==> src/ppt_pkg.sv <==
package ppt_pkg;

  localparam int MAX_VERTICES = 64;
  localparam int COORD_BITS   = 16;
  localparam int MIN_VALID    = 3;

  localparam int IDX_W    = $clog2(MAX_VERTICES);
  localparam int CNT_W    = $clog2(MAX_VERTICES + 1);
  localparam int RD_W     = $clog2(MAX_VERTICES + 2);
  localparam int AREA_W   = 38;
  localparam int ACTION_W = 2;
  localparam int STATUS_W = 2;

  // operand, product, edge term and accumulator widths
  localparam int OP_W   = COORD_BITS + 1;
  localparam int PROD_W = 2 * OP_W;
  localparam int DIFF_W = PROD_W + 1;
  localparam int ACC_W  = 2 * COORD_BITS + IDX_W + 2;

  typedef logic signed [COORD_BITS-1:0] coord_t;
  typedef logic signed [OP_W-1:0]       op_t;

  typedef enum logic [ACTION_W-1:0] {
    ACT_LOAD    = 2'd0,
    ACT_TEST    = 2'd1,
    ACT_MEASURE = 2'd2
  } action_t;

  typedef enum logic [STATUS_W-1:0] {
    STAT_OK      = 2'd0,
    STAT_TOO_FEW = 2'd1,
    STAT_FULL    = 2'd2
  } status_t;

  typedef enum logic [1:0] {
    ST_IDLE,
    ST_WALK,
    ST_FINISH
  } state_t;

  // sign-extend a coordinate by one bit
  function automatic op_t sx1(input coord_t v);
    sx1 = $signed({v[COORD_BITS-1], v});
  endfunction

endpackage

==> src/ppt_if.sv <==
interface ppt_in_if;
  import ppt_pkg::*;

  logic                       valid;
  logic                       ready;
  logic [ACTION_W-1:0]        action;
  logic                       start_new;
  logic signed [COORD_BITS-1:0] coord_x;
  logic signed [COORD_BITS-1:0] coord_y;

  modport source (output valid, action, start_new, coord_x, coord_y, input ready);
  modport sink   (input valid, action, start_new, coord_x, coord_y, output ready);
endinterface

interface ppt_out_if;
  import ppt_pkg::*;

  logic                         valid;
  logic                         ready;
  logic                         inside_res;
  logic [AREA_W-1:0]            doubled_area;
  logic signed [COORD_BITS-1:0] box_min_x;
  logic signed [COORD_BITS-1:0] box_max_x;
  logic signed [COORD_BITS-1:0] box_min_y;
  logic signed [COORD_BITS-1:0] box_max_y;
  logic [CNT_W-1:0]             vertex_total;
  logic [STATUS_W-1:0]          status;

  modport source (output valid, inside_res, doubled_area, box_min_x, box_max_x,
                  box_min_y, box_max_y, vertex_total, status, input ready);
  modport sink   (input valid, inside_res, doubled_area, box_min_x, box_max_x,
                  box_min_y, box_max_y, vertex_total, status, output ready);
endinterface

==> src/polygon_point_test_area.sv <==
// Polygon point test and area block.
// in_ch carries one item per valid/ready handshake: a load appends a vertex
// (start_new empties the polygon first), a test asks for the even-odd
// crossing parity of a point, a measure asks for twice the shoelace area
// and the bounding box. Every item gives exactly one item on out_ch.
// The block takes one item at a time. Loads, unused codes and queries on
// fewer than three vertices skip the walk and go to the finish state. Test
// and measure walk the vertex memory one entry per cycle, then one closing
// edge, through a four-stage read / edge / multiply / difference pipeline
// into the accumulator. The vertex memory has a single read port.
// The output register holds a finished item while out_ch.ready is low; one
// further item is accepted and worked on meanwhile, then waits until the
// register frees. Reset empties the polygon and the output register; the
// vertex memory itself is not cleared, only entries below the count are read.
module polygon_point_test_area (
  input  logic         clk,
  input  logic         rst,
  ppt_in_if.sink       in_ch,
  ppt_out_if.source    out_ch
);
  import ppt_pkg::*;

  state_t state, state_next;

  // vertex memory, {y, x} per entry
  logic [2*COORD_BITS-1:0] vmem [MAX_VERTICES];
  logic [2*COORD_BITS-1:0] mem_q;
  logic                    mem_we, mem_re;
  logic [IDX_W-1:0]        mem_wa;

  logic [CNT_W-1:0]  count;
  logic [CNT_W-1:0]  cnt_eff;
  logic              in_acc;
  logic              rd_en;
  logic              out_load;

  // held item
  action_t           act;
  logic [STATUS_W-1:0] stat;
  coord_t            px, py;
  logic [RD_W-1:0]   rd_idx;

  // pipeline
  logic              s1_vld, s1_first, s1_wrap;
  coord_t            first_x, first_y, prev_x, prev_y;
  coord_t            cur_x, cur_y;
  logic              e_vld, e_last, e_cond, e_dpos;
  op_t               m1l, m1r, m2l, m2r;
  logic              p_vld, p_last, p_cond, p_dpos;
  logic signed [PROD_W-1:0] p1, p2;
  logic              q_vld, q_last, q_cross;
  logic signed [DIFF_W-1:0] q_diff;

  // results being gathered
  logic              parity;
  logic signed [ACC_W-1:0] acc;
  coord_t            bmin_x, bmax_x, bmin_y, bmax_y;

  // output register
  logic              out_valid;
  logic              o_inside;
  logic [AREA_W-1:0] o_area;
  coord_t            o_min_x, o_max_x, o_min_y, o_max_y;
  logic [CNT_W-1:0]  o_total;
  logic [STATUS_W-1:0] o_status;

  // finished fields
  logic              good, is_test, is_meas;
  logic [ACC_W-1:0]  mag;
  logic [AREA_W-1:0] area_sat;

  assign in_acc  = in_ch.valid && in_ch.ready;
  assign cnt_eff = in_ch.start_new ? '0 : count;
  assign mem_we  = in_acc && (in_ch.action == ACT_LOAD) &&
                   (cnt_eff < CNT_W'(MAX_VERTICES));
  assign mem_wa  = cnt_eff[IDX_W-1:0];
  assign mem_re  = rd_en && (rd_idx != RD_W'(count));

  // next state
  always_comb begin
    state_next = state;
    case (state)
      ST_IDLE: begin
        if (in_acc) begin
          if (((in_ch.action == ACT_TEST) || (in_ch.action == ACT_MEASURE)) &&
              (count >= CNT_W'(MIN_VALID))) begin
            state_next = ST_WALK;
          end else begin
            state_next = ST_FINISH;
          end
        end
      end
      ST_WALK: begin
        if (q_vld && q_last) begin
          state_next = ST_FINISH;
        end
      end
      ST_FINISH: begin
        if (out_load) begin
          state_next = ST_IDLE;
        end
      end
      default: state_next = ST_IDLE;
    endcase
  end

  // control outputs
  always_comb begin
    in_ch.ready = 1'b0;
    rd_en       = 1'b0;
    out_load    = 1'b0;
    case (state)
      ST_IDLE:   in_ch.ready = 1'b1;
      ST_WALK:   rd_en = (rd_idx <= RD_W'(count));
      ST_FINISH: out_load = !out_valid || out_ch.ready;
      default: begin
      end
    endcase
  end

  always_ff @(posedge clk) begin
    if (rst) begin
      state <= ST_IDLE;
    end else begin
      state <= state_next;
    end
  end

  // vertex memory
  always_ff @(posedge clk) begin
    if (mem_we) begin
      vmem[mem_wa] <= {in_ch.coord_y, in_ch.coord_x};
    end
    if (mem_re) begin
      mem_q <= vmem[rd_idx[IDX_W-1:0]];
    end
  end

  // vertex count
  always_ff @(posedge clk) begin
    if (rst) begin
      count <= '0;
    end else if (in_acc && (in_ch.action == ACT_LOAD)) begin
      if (mem_we) begin
        count <= cnt_eff + 1'b1;
      end else begin
        count <= cnt_eff;
      end
    end
  end

  // item capture and read address walk
  always_ff @(posedge clk) begin
    if (in_acc) begin
      act    <= action_t'(in_ch.action);
      px     <= in_ch.coord_x;
      py     <= in_ch.coord_y;
      rd_idx <= '0;
      case (in_ch.action)
        ACT_LOAD:    stat <= mem_we ? STAT_OK : STAT_FULL;
        ACT_TEST,
        ACT_MEASURE: stat <= (count < CNT_W'(MIN_VALID)) ? STAT_TOO_FEW : STAT_OK;
        default:     stat <= STAT_OK;
      endcase
    end else if (rd_en) begin
      rd_idx <= rd_idx + 1'b1;
    end
  end

  // read stage flags; the extra slot after the last read is the closing edge
  always_ff @(posedge clk) begin
    if (rst) begin
      s1_vld <= 1'b0;
    end else begin
      s1_vld <= rd_en;
    end
    s1_first <= (rd_idx == '0);
    s1_wrap  <= !mem_re;
  end

  assign cur_x = s1_wrap ? first_x : coord_t'(mem_q[COORD_BITS-1:0]);
  assign cur_y = s1_wrap ? first_y : coord_t'(mem_q[2*COORD_BITS-1:COORD_BITS]);

  // edge stage: edge runs from prev (j) to cur (i)
  always_ff @(posedge clk) begin
    if (rst) begin
      e_vld <= 1'b0;
    end else begin
      e_vld <= s1_vld && !s1_first;
    end
    if (s1_vld) begin
      prev_x <= cur_x;
      prev_y <= cur_y;
      if (s1_first) begin
        first_x <= cur_x;
        first_y <= cur_y;
      end
    end
    e_last <= s1_wrap;
    e_cond <= (cur_y > py) != (prev_y > py);
    e_dpos <= prev_y > cur_y;
    if (act == ACT_TEST) begin
      m1l <= sx1(px) - sx1(cur_x);
      m1r <= sx1(prev_y) - sx1(cur_y);
      m2l <= sx1(prev_x) - sx1(cur_x);
      m2r <= sx1(py) - sx1(cur_y);
    end else begin
      m1l <= sx1(prev_x);
      m1r <= sx1(cur_y);
      m2l <= sx1(cur_x);
      m2r <= sx1(prev_y);
    end
  end

  // bounding box over real vertices only
  always_ff @(posedge clk) begin
    if (s1_vld && !s1_wrap) begin
      if (s1_first) begin
        bmin_x <= cur_x;
        bmax_x <= cur_x;
        bmin_y <= cur_y;
        bmax_y <= cur_y;
      end else begin
        if (cur_x < bmin_x) bmin_x <= cur_x;
        if (cur_x > bmax_x) bmax_x <= cur_x;
        if (cur_y < bmin_y) bmin_y <= cur_y;
        if (cur_y > bmax_y) bmax_y <= cur_y;
      end
    end
  end

  // multiply stage
  always_ff @(posedge clk) begin
    if (rst) begin
      p_vld <= 1'b0;
    end else begin
      p_vld <= e_vld;
    end
    p_last <= e_last;
    p_cond <= e_cond;
    p_dpos <= e_dpos;
    p1     <= m1l * m1r;
    p2     <= m2l * m2r;
  end

  // difference / crossing stage
  always_ff @(posedge clk) begin
    if (rst) begin
      q_vld <= 1'b0;
    end else begin
      q_vld <= p_vld;
    end
    q_last  <= p_last;
    q_diff  <= $signed({p1[PROD_W-1], p1}) - $signed({p2[PROD_W-1], p2});
    q_cross <= p_cond && (p_dpos ? (p1 < p2) : (p1 > p2));
  end

  // accumulate
  always_ff @(posedge clk) begin
    if (in_acc) begin
      acc    <= '0;
      parity <= 1'b0;
    end else if (q_vld) begin
      acc    <= acc + $signed({{(ACC_W-DIFF_W){q_diff[DIFF_W-1]}}, q_diff});
      parity <= parity ^ q_cross;
    end
  end

  // finished fields
  assign good     = (stat == STAT_OK);
  assign is_test  = good && (act == ACT_TEST);
  assign is_meas  = good && (act == ACT_MEASURE);
  assign mag      = acc[ACC_W-1] ? (~acc + 1'b1) : acc;
  assign area_sat = (|mag[ACC_W-1:AREA_W]) ? '1 : mag[AREA_W-1:0];

  always_ff @(posedge clk) begin
    if (rst) begin
      out_valid <= 1'b0;
    end else if (out_load) begin
      out_valid <= 1'b1;
    end else if (out_ch.ready) begin
      out_valid <= 1'b0;
    end
    if (out_load) begin
      o_inside <= is_test && parity;
      o_area   <= is_meas ? area_sat : '0;
      o_min_x  <= is_meas ? bmin_x : '0;
      o_max_x  <= is_meas ? bmax_x : '0;
      o_min_y  <= is_meas ? bmin_y : '0;
      o_max_y  <= is_meas ? bmax_y : '0;
      o_total  <= count;
      o_status <= stat;
    end
  end

  assign out_ch.valid        = out_valid;
  assign out_ch.inside_res   = o_inside;
  assign out_ch.doubled_area = o_area;
  assign out_ch.box_min_x    = o_min_x;
  assign out_ch.box_max_x    = o_max_x;
  assign out_ch.box_min_y    = o_min_y;
  assign out_ch.box_max_y    = o_max_y;
  assign out_ch.vertex_total = o_total;
  assign out_ch.status       = o_status;

endmodule

==> src/flat_wrapper.sv <==
// flat-port wrapper written by rule: the top's interface ports become plain ports
module polygon_point_test_area_flat import ppt_pkg::*;
  (clk, rst, in_ch_valid, in_ch_action, in_ch_start_new, in_ch_coord_x, in_ch_coord_y, in_ch_ready, out_ch_valid, out_ch_inside_res, out_ch_doubled_area, out_ch_box_min_x, out_ch_box_max_x, out_ch_box_min_y, out_ch_box_max_y, out_ch_vertex_total, out_ch_status, out_ch_ready);
  ppt_in_if in_ch_i ();
  ppt_out_if out_ch_i ();
  input  logic clk;
  input  logic rst;
  input wire logic [$bits(in_ch_i.valid)-1:0] in_ch_valid;
  input wire logic [$bits(in_ch_i.action)-1:0] in_ch_action;
  input wire logic [$bits(in_ch_i.start_new)-1:0] in_ch_start_new;
  input wire logic [$bits(in_ch_i.coord_x)-1:0] in_ch_coord_x;
  input wire logic [$bits(in_ch_i.coord_y)-1:0] in_ch_coord_y;
  output wire logic [$bits(in_ch_i.ready)-1:0] in_ch_ready;
  output wire logic [$bits(out_ch_i.valid)-1:0] out_ch_valid;
  output wire logic [$bits(out_ch_i.inside_res)-1:0] out_ch_inside_res;
  output wire logic [$bits(out_ch_i.doubled_area)-1:0] out_ch_doubled_area;
  output wire logic [$bits(out_ch_i.box_min_x)-1:0] out_ch_box_min_x;
  output wire logic [$bits(out_ch_i.box_max_x)-1:0] out_ch_box_max_x;
  output wire logic [$bits(out_ch_i.box_min_y)-1:0] out_ch_box_min_y;
  output wire logic [$bits(out_ch_i.box_max_y)-1:0] out_ch_box_max_y;
  output wire logic [$bits(out_ch_i.vertex_total)-1:0] out_ch_vertex_total;
  output wire logic [$bits(out_ch_i.status)-1:0] out_ch_status;
  input wire logic [$bits(out_ch_i.ready)-1:0] out_ch_ready;
  assign in_ch_i.valid = in_ch_valid;
  assign in_ch_i.action = in_ch_action;
  assign in_ch_i.start_new = in_ch_start_new;
  assign in_ch_i.coord_x = in_ch_coord_x;
  assign in_ch_i.coord_y = in_ch_coord_y;
  assign in_ch_ready = in_ch_i.ready;
  assign out_ch_valid = out_ch_i.valid;
  assign out_ch_inside_res = out_ch_i.inside_res;
  assign out_ch_doubled_area = out_ch_i.doubled_area;
  assign out_ch_box_min_x = out_ch_i.box_min_x;
  assign out_ch_box_max_x = out_ch_i.box_max_x;
  assign out_ch_box_min_y = out_ch_i.box_min_y;
  assign out_ch_box_max_y = out_ch_i.box_max_y;
  assign out_ch_vertex_total = out_ch_i.vertex_total;
  assign out_ch_status = out_ch_i.status;
  assign out_ch_i.ready = out_ch_ready;
  polygon_point_test_area u_core (.clk(clk), .rst(rst), .in_ch(in_ch_i), .out_ch(out_ch_i));
endmodule
==> config.mk <==
export PLATFORM = sky130hd
export DESIGN_NAME = polygon_point_test_area_flat
export DESIGN_NICKNAME = d
export VERILOG_FILES = /design/src/ppt_pkg.sv /design/src/ppt_if.sv /design/src/polygon_point_test_area.sv /design/src/flat_wrapper.sv
export SDC_FILE = /design/constraint.sdc
export NUM_CORES = 2
export LEC_CHECK = 0
export ABC_AREA = 1
export BUFFER_PORTS_ARGS = -buffer_cell sky130_fd_sc_hd__buf_2
export CAP_MARGIN = 20
export CORE_MARGIN = 2
export CORE_UTILIZATION = 35
export DETAILED_ROUTE_END_ITERATION = 10
export GPL_TIMING_DRIVEN = 0
export SLEW_MARGIN = 25
export SYNTH_ARGS = -nofsm -noshare
export SYNTH_HDL_FRONTEND = slang
export SYNTH_SLANG_ARGS = --single-unit
==> constraint.sdc <==
create_clock -name clk -period 9.7 [get_ports clk]
set_input_delay 1.455 -clock clk [delete_from_list [all_inputs] [get_ports clk]]
set_output_delay 1.455 -clock clk [all_outputs]
set_load 0.005 [all_outputs]
==> metrics.md <==
| Metric | Value |
|---|---|
| Status | completed |
| Post-Place Setup Slack | 2380 ps |
| Number of flops mapped to enable cells by yosys | 2356 |
| HP Class | reg2reg |
| Num CTS Buffers | 286 |
| Area Growth Syn to Fin | 16.1% |
| Slew at the pin closest to its max-slew limit | 1340 ps |
| Multi-input gate area | 48100 um^2 |
| Die Y | 617 um |
| IO buf count | 151 |
| Die W | 617 um |
| Worst Setup SP | u_core.m1l[16] |
| Hold buffer count at cts | 0 |
| Clk buf depth | 4 |
| Initial DRC count | 16069 |
| Reg clk slew, reported paths | 60 ps |
| Synth top area share | 53.8% |
| Setup TNS | 0 ps |
| Std-Cell Rows | 225 |
| Max VDD drop | 637 uV |
| Kind of critical path | reg2reg |
| Pin count of the biggest net entering global routing | 66 |
| Initial antenna violation count | 48 |
| Int Pwr | 26300 uW |
| Most common cell after layout, fill and taps aside | edfxtp_1 |
| Worst-skew pair later-pin latency | 960 ps |
| Synth Area per Inst | 10.8 um^2 |
| Seq/Total Area, Yosys | 57.5% |
| WP data arrival | 8120 ps |
| Yosys cell types | 58 |
| Critical Path Start Type | register |
| Detailed placement HPWL | 393000 um |
| RSZ-0062 raised after global routing | no |
| #FFs+latches synth | 2599 |
| Switching Share | 41.8% |
| Crit end category | register |
| Pwr dens | 295 nW/um^2 |
| Die area | 381000 um^2 |
| Vias in the first global route | 95998 |
| Req. time, crit path | 10460 ps |
| Register area | 75600 um^2 |
| Main synth FF type | edfxtp_1 |
| Setup bufs post-CTS | 0 |
| Clock Skew | 107 ps |
| Final setup vio count | 0 |
| Yosys Warn Count | 0 |
| Clk pwr share | 24.0% |
| Final #Nets | 13815 |
| Final-report hold violation count | 0 |
| Tmin final | 7360 ps |
| Post-Syn Nets | 13161 |
| Period utilisation layout | 75.9% |
| Layout cell share with drive strength beyond 1 | 8.79% |
| Leakage power | 0.0602 uW |
| # fillers | 35812 |
| Via/cell ratio | 5.61 |
| Final WS setup | 2340 ps |
| Worst R2R Setup Slack | 2340 ps |
| Share of power burned in registers | 28.9% |
| # IOs | 153 |
| Post-synth ARST share | 0% |
| Area contributors post-synth | edfxtp_1 (54%), fa_1 (9.1%), o21ai_0 (5.1%), nor2_1 (4.7%), nand2_1 (4.6%) |
| Area of the mapped netlist | 131000 um^2 |
| Cell count after synthesis | 12125 |
| Logic pwr share | 47.1% |
| Commonest cells after routing, fill and taps aside | edfxtp_1 (2356), nand2_1 (1609), nor2_1 (1572), inv_1 (1461), o21ai_0 (1333) |
| Routability cong. | 1.00 |
| Total chip power | 45100 uW |
| # H-tree levels | 5 |
| Hold path startpoint | u_core.p_last |
| Core area | 375000 um^2 |
| R2r startpoint | u_core.m1l[16] |
| Max Transition Viols Final | 0 |
| First-pass GRT wire length | 726000 um |
| Area leader, netlist | edfxtp_1 |
| Initial core utilization | 35.1% |
| Routed wire length | 527000 um |
| PostCTS Resize Cnt | 0 |
| Fmax | 136 MHz |
| Slew Limit Headroom | 9.87% |
| DR vias | 101095 |
| Gr usage total | 27.0% |
| DRT antenna net count | 0 |
| CTS tree | yes |
| Wirelength per Cell | 29.2 um |
| Clk sinks | 2599 |
| # DRC | 0 |
| Drt first pass iters | 6 |
| Clock root cell | clkbuf_16 |
| Critical path peak fanout | 10 |
| Sw Pwr | 18900 uW |
| GRT overflow | 0 |
| Maxcap violations | 0 |
cell type report:
class                   count  area share (%)
diodes                     24          0.0393
clock inverters           150           0.988
clock buffers             358            4.96
inverters                1471            3.62
flip-flops and latches   2599            49.5
well taps                4994            4.09
plain buffers             615            1.85
repair buffers            366            3.46
multi-input cells        7440            31.5
routing by layer:
layer | vias up | track usage (%) | wire length (um)
li1 | 42721 | - | -
met1 | 49254 | 33.1 | 187000
met2 | 7299 | 41.3 | 227000
met3 | 1800 | 8.45 | 69900
met4 | 21 | 17.0 | 41900
met5 | - | 0.101 | 195
synthesized netlist by cell type (4+ instances only):
library cell / instances
a211oi_1: 10
a21boi_0: 9
a21o_1: 20
a21oi_1: 377
a22o_1: 9
a31o_2: 4
a31oi_1: 29
and2_1: 4
buf_1: 10
buf_2: 162
buf_4: 28
buf_6: 23
clkbuf_1: 392
clkinv_1: 4
dfxtp_1: 243
edfxtp_1: 2356
fa_1: 598
ha_1: 399
inv_1: 1463
nand2_1: 1609
nand3_1: 361
nand3b_1: 7
nand4_1: 65
nor2_1: 1639
nor3_1: 49
nor4_1: 13
o211ai_1: 132
o21a_1: 13
o21ai_0: 1337
o21ai_1: 30
o21bai_1: 28
o221ai_1: 109
o22ai_1: 329
o31ai_1: 10
or2_2: 49
xnor2_1: 59
xor2_1: 115
kinds of logic after synthesis:
group                      synth area share [%]
AOI/OAI and AO/OA                          10.5
xor gates and xnor gates                   1.16
adders and majority gates                  12.9
buffers and inverters                      6.32
DFF                                        57.5
and+or+nand+nor                            11.6
path summary, 6_finish.rpt:
check                  endpoint  cells past startpoint
setup / recovery  u_core.p1[29]                     21
hold / removal    u_core.q_last                      0
setup reg to reg  u_core.p1[29]                     21
hold reg to reg   u_core.q_last                      0
flip-flops by register name, summed over array words and instances (netlist names), 17 cells and up:
name                        cells
u_core.m1r                     17
u_core.p2                      34
u_core.acc                     40
u_core.q_diff                  35
u_core.m2r                     17
u_core.m1l                     17
u_core.m2l                     17
u_core.out_ch.doubled_area     38
u_core.mem_q                   32
u_core.p1                      34
u_core.vmem                  2048
per-stage QoR:
step	hold WS, ps	instance area [um^2]	instances	util (%)
global placement	313	138000	17270	37.0
finish	327	153000	18017	40.8
floorplan	310	131000	12125	-
detailed placement	312	144000	17484	38.3
CTS	330	153000	17992	40.7
global route	344	153000	17997	40.7
worst max-delay path, cell delays in order (launching register included):
cell,delay (ps)
dfxtp_1,310
clkbuf_1,540
clkbuf_1,580
nand2_1,210
inv_1,150
fa_1,550
fa_1,960
fa_1,550
fa_1,520
fa_1,500
inv_1,50
fa_1,470
inv_1,50
ha_1,380
nand2_1,150
nor2_1,150
inv_1,70
nor2_1,200
nand2_1,80
o211ai_1,400
a21oi_1,150
xnor2_1,160
power groups by stage:
stage | registers [uW] | logic (uW) | clock network (uW)
6_report | 13000 | 21300 | 10800
5_1_grt | 13000 | 24000 | 11200
4_1_cts | 13000 | 21400 | 10800
3_5_place_dp | 13300 | 21300 | 0
3_3_place_gp | 13300 | 21200 | 0
2_1_floorplan | 13100 | 14300 | 0
Note: power is estimated with default switching activity, not from simulation.
